==> config.mk <==
export PLATFORM = sky130hd
export DESIGN_NAME = vfcm_ctrl
export DESIGN_NICKNAME = d
export VERILOG_FILES = /design/src/rtl/vfcm_pkg.sv /design/src/rtl/vfcm_ctrl.sv
export SDC_FILE = /design/constraint.sdc
export NUM_CORES = 1
export LEC_CHECK = 0
export BUFFER_PORTS_ARGS = -buffer_cell sky130_fd_sc_hd__buf_2
export CORE_AREA = 8 8 45 47
export CTS_CLUSTER_SIZE = 14
export DETAILED_ROUTE_END_ITERATION = 8
export DIE_AREA = 0 0 53 55
export SLEW_MARGIN = 20
export SYNTH_ARGS = -nofsm -noshare
export SYNTH_HDL_FRONTEND = slang
export SYNTH_SLANG_ARGS = --single-unit
==> constraint.sdc <==
create_clock -name clk -period 2.7 [get_ports clk]
set_input_delay 0.135 -clock clk [delete_from_list [all_inputs] [get_ports clk]]
set_output_delay 0.135 -clock clk [all_outputs]
set_load 0.01 [all_outputs]
==> src/rtl/vfcm_pkg.sv <==
// Shared constants, types and the face shading table of the voxel mesher.
package vfcm_pkg;

  localparam int SIDE      = 16;
  localparam int CW        = $clog2(SIDE);
  localparam int COORD_W   = 7;
  localparam int TYPE_W    = 4;
  localparam int LEVEL_W   = 5;
  localparam int QUAD_W    = 4;
  localparam int FACE_W    = 3;
  localparam int CHAN_W    = 9;
  localparam int VC_W      = 17;
  localparam int VOX_AW    = 3 * CW;
  localparam int COL_AW    = 2 * CW;
  localparam int NUM_FACES = 6;
  localparam int SHADE_DEN = 1000;

  localparam logic [VC_W-1:0] VC_STEP = VC_W'(4);

  localparam logic [FACE_W-1:0] FACE_TOP    = 3'd0;
  localparam logic [FACE_W-1:0] FACE_BOTTOM = 3'd1;
  localparam logic [FACE_W-1:0] FACE_NZ     = 3'd2;
  localparam logic [FACE_W-1:0] FACE_PZ     = 3'd3;
  localparam logic [FACE_W-1:0] FACE_NX     = 3'd4;
  localparam logic [FACE_W-1:0] FACE_PX     = 3'd5;

  localparam logic KIND_READ = 1'b0;
  localparam logic KIND_QUAD = 1'b1;

  localparam logic [TYPE_W-1:0] TYPE_AIR = '0;

  typedef enum logic [1:0] {
    OP_WRITE = 2'd0,
    OP_LEVEL = 2'd1,
    OP_READ  = 2'd2,
    OP_MESH  = 2'd3
  } op_t;

  typedef enum logic [2:0] {
    S_CLEAR,
    S_IDLE,
    S_EXEC,
    S_READ_OUT,
    S_SCAN,
    S_SETTLE,
    S_EMIT
  } state_t;

  typedef struct packed {
    logic              latch;
    logic              clr_step;
    logic              voxel_wr;
    logic              level_wr;
    logic              rd_cell;
    logic              rd_face;
    logic [FACE_W-1:0] face;
    logic              clear_vc;
    logic              emit_read;
    logic              emit_quad;
  } vfcm_cmd_t;

  typedef struct packed {
    op_t  op;
    logic start;
    logic in_xyz;
    logic in_xz;
    logic clr_last;
    logic out_free;
    logic mesh_ok;
    logic mask_last;
  } vfcm_sts_t;

  typedef logic [CHAN_W-1:0] chan_t;
  typedef chan_t [2:0]       rgb_t;
  typedef rgb_t [NUM_FACES-1:0] face_rgb_t;
  typedef face_rgb_t [(1 << TYPE_W)-1:0] shade_tab_t;

  // Base colors in hundredths, channel 0 is red.
  function automatic int base_color(int t, int ch);
    logic [23:0] rgb;
    case (t)
      1:       rgb = {8'd20, 8'd80, 8'd30};
      2:       rgb = {8'd60, 8'd40, 8'd20};
      3:       rgb = {8'd50, 8'd50, 8'd50};
      4:       rgb = {8'd20, 8'd40, 8'd80};
      5:       rgb = {8'd90, 8'd80, 8'd50};
      6:       rgb = {8'd95, 8'd95, 8'd95};
      7:       rgb = {8'd50, 8'd30, 8'd10};
      8:       rgb = {8'd30, 8'd70, 8'd30};
      default: rgb = {8'd100, 8'd100, 8'd100};
    endcase
    case (ch)
      0:       return int'(rgb[23:16]);
      1:       return int'(rgb[15:8]);
      default: return int'(rgb[7:0]);
    endcase
  endfunction

  // Face brightness in tenths.
  function automatic int face_factor(int f);
    case (f)
      0:       return 12;
      1:       return 8;
      2, 3:    return 10;
      default: return 9;
    endcase
  endfunction

  function automatic shade_tab_t build_shade_tab();
    shade_tab_t tab;
    int         prod;
    for (int t = 0; t < (1 << TYPE_W); t++) begin
      for (int f = 0; f < NUM_FACES; f++) begin
        for (int ch = 0; ch < 3; ch++) begin
          prod = base_color(t, ch) * face_factor(f) * 256 + SHADE_DEN / 2;
          tab[t][f][ch] = CHAN_W'(prod / SHADE_DEN);
        end
      end
    end
    return tab;
  endfunction

  localparam shade_tab_t SHADE_TAB = build_shade_tab();

endpackage

==> src/rtl/vfcm_ctrl.sv <==
// Controller state machine that sequences clearing, block access and meshing.
module vfcm_ctrl import vfcm_pkg::*; (
  input  logic      clk,
  input  logic      rst,
  input  logic      in_valid,
  output logic      in_ready,
  input  vfcm_sts_t sts,
  output vfcm_cmd_t cmd
);

  state_t            state;
  state_t            state_next;
  logic [FACE_W-1:0] face_cnt;

  always_ff @(posedge clk) begin
    if (rst) begin
      state    <= S_CLEAR;
      face_cnt <= '0;
    end else begin
      state <= state_next;
      if (state == S_SCAN) begin
        face_cnt <= face_cnt + FACE_W'(1);
      end else begin
        face_cnt <= '0;
      end
    end
  end

  always_comb begin
    state_next = state;
    case (state)
      S_CLEAR: begin
        if (sts.clr_last) state_next = S_IDLE;
      end
      S_IDLE: begin
        if (in_valid) state_next = S_EXEC;
      end
      S_EXEC: begin
        case (sts.op)
          OP_READ: state_next = S_READ_OUT;
          OP_MESH: state_next = sts.in_xyz ? S_SCAN : S_IDLE;
          default: state_next = S_IDLE;
        endcase
      end
      S_READ_OUT: begin
        if (sts.out_free) state_next = S_IDLE;
      end
      S_SCAN: begin
        if (face_cnt == FACE_PX) state_next = S_SETTLE;
      end
      S_SETTLE: begin
        state_next = S_EMIT;
      end
      S_EMIT: begin
        if (!sts.mesh_ok) begin
          state_next = S_IDLE;
        end else if (sts.out_free && sts.mask_last) begin
          state_next = S_IDLE;
        end
      end
      default: state_next = S_CLEAR;
    endcase
  end

  always_comb begin
    cmd      = '0;
    cmd.face = face_cnt;
    in_ready = 1'b0;
    case (state)
      S_CLEAR: cmd.clr_step = 1'b1;
      S_IDLE: begin
        in_ready  = 1'b1;
        cmd.latch = in_valid;
      end
      S_EXEC: begin
        case (sts.op)
          OP_WRITE: cmd.voxel_wr = sts.in_xyz;
          OP_LEVEL: cmd.level_wr = sts.in_xz;
          OP_READ:  cmd.rd_cell  = 1'b1;
          OP_MESH: begin
            cmd.clear_vc = sts.start;
            cmd.rd_cell  = sts.in_xyz;
          end
          default: cmd.rd_cell = 1'b0;
        endcase
      end
      S_READ_OUT: cmd.emit_read = sts.out_free;
      S_SCAN:     cmd.rd_face   = 1'b1;
      S_EMIT:     cmd.emit_quad = sts.mesh_ok && sts.out_free;
      default:    cmd.latch     = 1'b0;
    endcase
  end

  // Reset always restarts the clearing pass.
  a_reset_clears: assert property (@(posedge clk) rst |=> state == S_CLEAR)
    else $error("clearing pass did not start after reset");

  a_ready_only_idle: assert property (@(posedge clk) disable iff (rst)
    in_ready |-> state == S_IDLE)
    else $error("input ready outside the idle state");

  a_scan_face_range: assert property (@(posedge clk) disable iff (rst)
    (state == S_SCAN) |-> face_cnt <= FACE_PX)
    else $error("face counter ran past the last face during the scan");

endmodule

After elaboration in Yosys (flattened, before gate mapping). Index checks and enable logic that the tools add are counted. W data, S select, Z words.

Multiplexer cells: 21. Bitwise logic cells: 1. Add/subtract/negate cells: 1. Reductions and logical operators: 6. Eq/ne operators: 15.

Operator list (count): $mux W3 (8); $pmux W3 S7 (1); $eq A3 B3 Y1 const B (4); $mux W1 (10); $eq A3 B2 Y1 const B (2); $ne A2 B2 Y1 const B (3); $pmux W3 S2 (1); $reduce_and A5 Y1 (1); $eq A2 B2 Y1 const B (2); $add A3 B1 Y3 const B (1); $eq A3 B1 Y1 const B (1); $logic_not A3 Y1 (1); $ne A3 B3 Y1 const B (1); $eq A2 B1 Y1 const B (1); $logic_and A1 B1 Y1 (2); $logic_not A2 Y1 (1); $ne A2 B1 Y1 const B (1); $pmux W1 S2 (1); $reduce_or A2 Y1 (1); $not A1 Y1 (1).

Bits of input ports: 12. Register bits: 6. Word-level logic and storage cells: 46. Output and inout port bits: 13.

Longest topological paths before layout. Gate-level depths: netlist of the first run.

Depth after elaboration: 4. Gate-level depth with buffers: 6. Mapped depth without buffers: 6.

Worst setup path after synthesis of the first run. OpenSTA, ideal clock, no wires.

Path kind: register -> output. From: reg state[1]. To: out cmd[9] (netlist bit). Slack: 1.346 ns. Required time: 2.565 ns. Stages on the path, launching flop included: 4. Arrival time: 1.219 ns. Path buffers: 1. Cell sequence: dfxtp_1 buf_2 nor3b_1 nor4b_1.

RTL lines: from (decl) (RTL line vfcm_ctrl.sv:11) `state_t state;`; from (signal assigned) (RTL line vfcm_ctrl.sv:20) `state <= state_next;`; to (decl) (RTL line vfcm_ctrl.sv:8) `output vfcm_cmd_t cmd`.

==> results.tsv, run 1 <==
metric	value	unit
drive_above_1_share	39.2	%
maxSlewHeadroom	75.6	%
seq_power_share	35.1	%
p_sw	0.165	mW
whs	0.0754	ns
nets	95	
multi_input_area	282	um^2
slowest_delay	0.50	ns
start_util	31.0	%
synth_top_area_share	28.0	%
leakagePower	0.300	nW
place_inst	92	
end_kind	primary output	
p_per_area	719	mW/mm^2
status	finished clean	
cp-start-kind	flip-flop	
fmax	0.579	GHz
synth.distinct_cells	28	
final_util	41.6	%
syn_area	429	um^2
htree_levels	1	
core-area	0.00138	mm^2
clkLatencyLatePin	0.25	ns
dp_hpwl	944	um
drtPass1Iterations	3	
portBuffers	24	
wire_per_inst	12.5	um
syn-num-nets	68	
fin_crit_sh	64.0	%
synthTopCellsByArea	dfxtp_1 (28%), nand2_1 (7.9%), nor2_1 (6.1%)	
ir_drop	252	uV
cts_hold_buf	0	
dieArea	0.00292	mm^2
grt_max_degree	13	
drtAntennaViolNets	0	
cp_cell_sequence	nor3b_1 -> nor4b_1 -> buf_2	
synth.most_common_cell	nand2_1	
worstPathMaxFanout	10	
rsz0062_at_grt	no	
vias_per_cell	5.04	
avgSynthCellArea	7.95	um^2
arrival	1.59	ns
hold_viol	0	
drc	0	
wirelength	1.18	mm
ctsResizeCount	0	
cp_num_cells	3	
cap_violations	0	
die_width	53	um
rr_worst_depth	4	
cts.sink_count	6	
cts_setup_buffers	0	
die_y	55	um
netSwitchingFraction	39.8	%
clockBufferDepth	2	
crit_slowest_cell	dfxtp_1	
syn_inst	54	
timing.setup.tns	0	ns
dr_total_vias	479	
num_rows	14	
cts_buffers	3	
drt_iter0_drc	3	
register_area	120	um^2
worst_pin_slew	0.365	ns
yosysWarningCount	0	
path_class	flip-flop to primary output	
final_cells	95	
slew_violations	0	
fillerInstances	152	
cpLargestDelayFamily	simple AND/OR/NAND/NOR gates	
antenna_found_initial	0	
async_flop_share	0	%
cp_num_buf_inv	1	
holdPathStages	2	
fin_skew	0.00534	ns
synth-edff-count	0	
yosys-top-cells-count	nand2_1 (9), nor2_1 (7), dfxtp_1 (6)	
ios	25	
clockRootBuffer	clkbuf_4	
grt_pass1_vias	420	
intPower	0.249	mW
ys_ff_latch	6	
gp_congestion	0.783	
dominantRegCellSynth	dfxtp_1	
clk_pin_slew	0.05	ns
clkPwrFrac	21.0	%
cts_tree	built	
worstHoldPathType	input port to flip-flop	
overflow	0	
diodes	0	
track_usage	8.19	%
area_growth	34.1	%
yosysTopAreaCell	dfxtp_1	
cp.required	2.57	ns
finalPower	0.414	mW
seq_area_frac_synth	28.0	%
power_frac_comb	43.9	%
period_needed	1.73	ns
setup_violations	0	
grt_pass1_wl	1.75	mm
==> per-stage QoR <==
step | area, um^2 | setup slack, ns
6_report | 576 | 0.973
5_1_grt | 576 | 0.796
4_1_cts | 576 | 0.955
3_5_place_dp | 553 | 1.22
3_3_place_gp | 553 | 1.24
2_1_floorplan | 429 | 1.35
==> power by group through the flow <==
stage / combinational (mW) / sequential, mW / clock (mW)
after global placement: 0.182 / 0.146 / 0
after floorplan: 0.173 / 0.113 / 0
after global routing: 0.200 / 0.151 / 0.0956
after detailed placement: 0.183 / 0.146 / 0
after CTS: 0.183 / 0.145 / 0.0900
final: 0.182 / 0.145 / 0.0868
==> registers in the layout, summed over array words and instances (netlist names) <==
register and cells:
face_cnt 3, state 3
==> cells in the final DEF (no fill, tap or decap), drive strengths merged <==
master and instances:
clkbuf 3, nor3b 2, nor4b 1, and3 1, ha 2, mux2i 2, inv 3, nand4 2
nor4bb 1, xnor2 1, a31oi 1, a21oi 3, nor3 1, and4b 1, nand2 9, buf 24
nor2 7, nand2b 2, and2 1, nor2b 1, and4 1, o311a 1, dfxtp 6, and2b 1
a31o 1, nand3 1
==> area by class of cell <==
cell class	instances	area share, %
clock buffer	3	3.91
tap	16	3.48
timing repair buffer	24	20.9
sequential	6	20.9
inverter	3	1.96
multi-input combinational	43	48.9
==> per-layer routing <==
metal / up-vias / part of all wire (%) / track usage (%)
met3: 4 / 11 / 3.74
li1: 240 / - / -
met2: 16 / 49 / 14.5
met1: 219 / 37 / 7.13
met5: - / 0 / 0
met4: 0 / 3.5 / 6.47
==> logic make-up after synthesis <==
| logic type | after synthesis | synth area share [%] |
|---|---|---|
| compound gates | 6 | 10.2 |
| xor+xnor | 1 | 2.04 |
| fa+ha+maj | 2 | 5.83 |
| buf+inv | 5 | 6.41 |
| flops | 6 | 28.0 |
| mux | 2 | 4.66 |
| simple gates | 32 | 42.9 |
==> worst reg2reg max path, cell delays in order, from the launching register on <==
cell and delay, ns:
dfxtp_1 0.53, and2b_1 0.24, nand4_1 0.16, nand3_2 0.11, o311a_1 0.36
==> worst paths after layout <==
path / end / slack (ns) / start
max reg2reg: state[1] / 1.19 / state[0]
min: state[2] / 0.08 / rst
max: cmd[9] / 0.97 / state[1]
min reg2reg: face_cnt[0] / 0.46 / face_cnt[0]
(Power assumes the default switching activity.)
==> run 2: changes to the inputs <==
==> constraint.sdc (replaced) <==
create_clock -name clk -period 1.8 [get_ports clk]
set_input_delay 0.09 -clock clk [delete_from_list [all_inputs] [get_ports clk]]
set_output_delay 0.09 -clock clk [all_outputs]
set_load 0.01 [all_outputs]
==> results.tsv, run 2 (synthesized netlist as in run 1, its figures left out) <==
metric	value	unit	change
portBuffers	24		unchanged
diodes	0		unchanged
htree_levels	1		unchanged
grt_pass1_vias	416		was 420
dr_total_vias	474		was 479
worstHoldPathType	input port to flip-flop		unchanged
wirelength	1.16	mm	was 1.18 mm
p_per_area	1080	mW/mm^2	was 719 mW/mm^2
drc	0		unchanged
ir_drop	355	uV	was 252 uV
cts_buffers	3		unchanged
pre_cts_ws	0.323	ns	was 1.22 ns
clkPwrFrac	21.2	%	was 21.0%
crit_slowest_cell	dfxtp_1		unchanged
cap_violations	0		unchanged
place_inst	92		unchanged
worstPathMaxFanout	10		unchanged
vias_per_cell	4.99		was 5.04
dp_hpwl	936	um	was 944 um
path_class	flip-flop to primary output		unchanged
drtAntennaViolNets	0		unchanged
regToRegSetupSlack	0.29	ns	was 1.19 ns
setup_violations	0		unchanged
mostFrequentLayoutCell	buf_2		unchanged
cp.required	1.71	ns	was 2.57 ns
drive_above_1_share	40.5	%	was 39.2%
p_sw	0.248	mW	was 0.165 mW
power_frac_comb	44.0	%	was 43.9%
final_cells	95		unchanged
reg.largest.list	face_cnt (3), state (3)		unchanged
nets	95		unchanged
leakagePower	0.304	nW	was 0.300 nW
area_growth	35.3	%	was 34.1%
grt_max_degree	13		unchanged
die_y	55	um	unchanged
clockRootBuffer	clkbuf_4		unchanged
intPower	0.377	mW	was 0.249 mW
period_needed	1.55	ns	
fin_crit_sh	86.3	%	
ios	25		unchanged
cts.sink_count	6		unchanged
status	finished clean		unchanged
arrival	1.46	ns	was 1.59 ns
fillerInstances	151		was 152
cts_tree	built		unchanged
end_kind	primary output		unchanged
cp-start-kind	flip-flop		unchanged
overflow	0		unchanged
seq_power_share	34.8	%	was 35.1%
cts_hold_buf	0		unchanged
dieArea	0.00292	mm^2	unchanged
mostFrequentLayoutCells	buf_2 (24), nand2_1 (9), nor2_1 (7)		unchanged
slowest_delay	0.48	ns	was 0.50 ns
gp_congestion	0.782		was 0.783
netSwitchingFraction	39.7	%	was 39.8%
num_rows	14		unchanged
cts_setup_buffers	0		unchanged
antenna_found_initial	0		unchanged
grt_pass1_wl	1.80	mm	was 1.75 mm
slew_violations	0		unchanged
rsz0062_at_grt	no		unchanged
timing.setup.tns	0	ns	unchanged
register_area	120	um^2	unchanged
cp_cell_sequence	nor3b_2 -> nor4b_1 -> buf_2		was nor3b_1 -> nor4b_1 -> buf_2
ctsResizeCount	0		unchanged
maxSlewHeadroom	74.8	%	was 75.6%
multi_input_area	287	um^2	was 282 um^2
core-area	0.00138	mm^2	unchanged
hold_viol	0		unchanged
fin_ws	0.247	ns	was 0.973 ns
finalPower	0.625	mW	was 0.414 mW
wire_per_inst	12.2	um	was 12.5 um
drt_iter0_drc	5		was 3
die_width	53	um	unchanged
worst_pin_slew	0.378	ns	was 0.365 ns
fmax	0.644	GHz	
clkLatencyLatePin	0.25	ns	about the same
clk_pin_slew	0.05	ns	about the same
drtPass1Iterations	4		was 3
fin_skew	0.00486	ns	was 0.00534 ns
clockBufferDepth	2		unchanged
start_util	31.0	%	unchanged
track_usage	8.52	%	was 8.19%
[run 2: changes by cell type in the layout (fill, tap and decap cells not counted)]
cell / delta
nor3b_1: -1
nor3b_2: +1
[run 2: metal layers]
metal	vias up	part of all wire (%)	global-route usage, %	wire length [um]
met5	-	0	0	0
met1	211	39	7.28	451
met2	16	49	15.4	570
li1	245	-	-	-
met3	2	9.7	3.74	112
met4	0	2.2	6.47	26
[run 2: cell type report]
class,count,area share (%)
Clock buffer,3,3.88
Tap cell,16,3.45
Sequential cell,6,20.7
Inverter,3,1.94
Timing Repair Buffer,24,20.7
Multi-Input combinational cell,43,49.4
[run 2: critical path, delay by kind of cell (launching register included)]
family,cells,cell delay [ns]
buffers and inverters,1,0.18
DFF,1,0.48
and+or+nand+nor,2,0.54
[run 2: power by group through the flow]
stage	Sequential (mW)	Clock (mW)	Combinational, mW
6_report	0.217	0.133	0.275
5_1_grt	0.225	0.150	0.303
4_1_cts	0.216	0.136	0.276
3_5_place_dp	0.217	0	0.275
3_3_place_gp	0.219	0	0.273
2_1_floorplan	0.170	0	0.260
[run 2: per-stage QoR]
stage	utilization, %	area, um^2	hold WS [ns]
2_1_floorplan	-	429	0.159
3_3_place_gp	40.0	553	0.300
3_5_place_dp	40.0	553	0.301
4_1_cts	41.6	576	0.0350
5_1_grt	42.0	581	0.0345
6_report	42.0	581	0.0362
[run 2: final timing paths]
path / start / end / depth (start not counted)
worst max-delay path: state[1] / cmd[9] / 3
worst min-delay path: rst / state[2] / 2
worst max register to register: state[0] / state[1] / 4
worst min register to register: face_cnt[0] / face_cnt[0] / 1
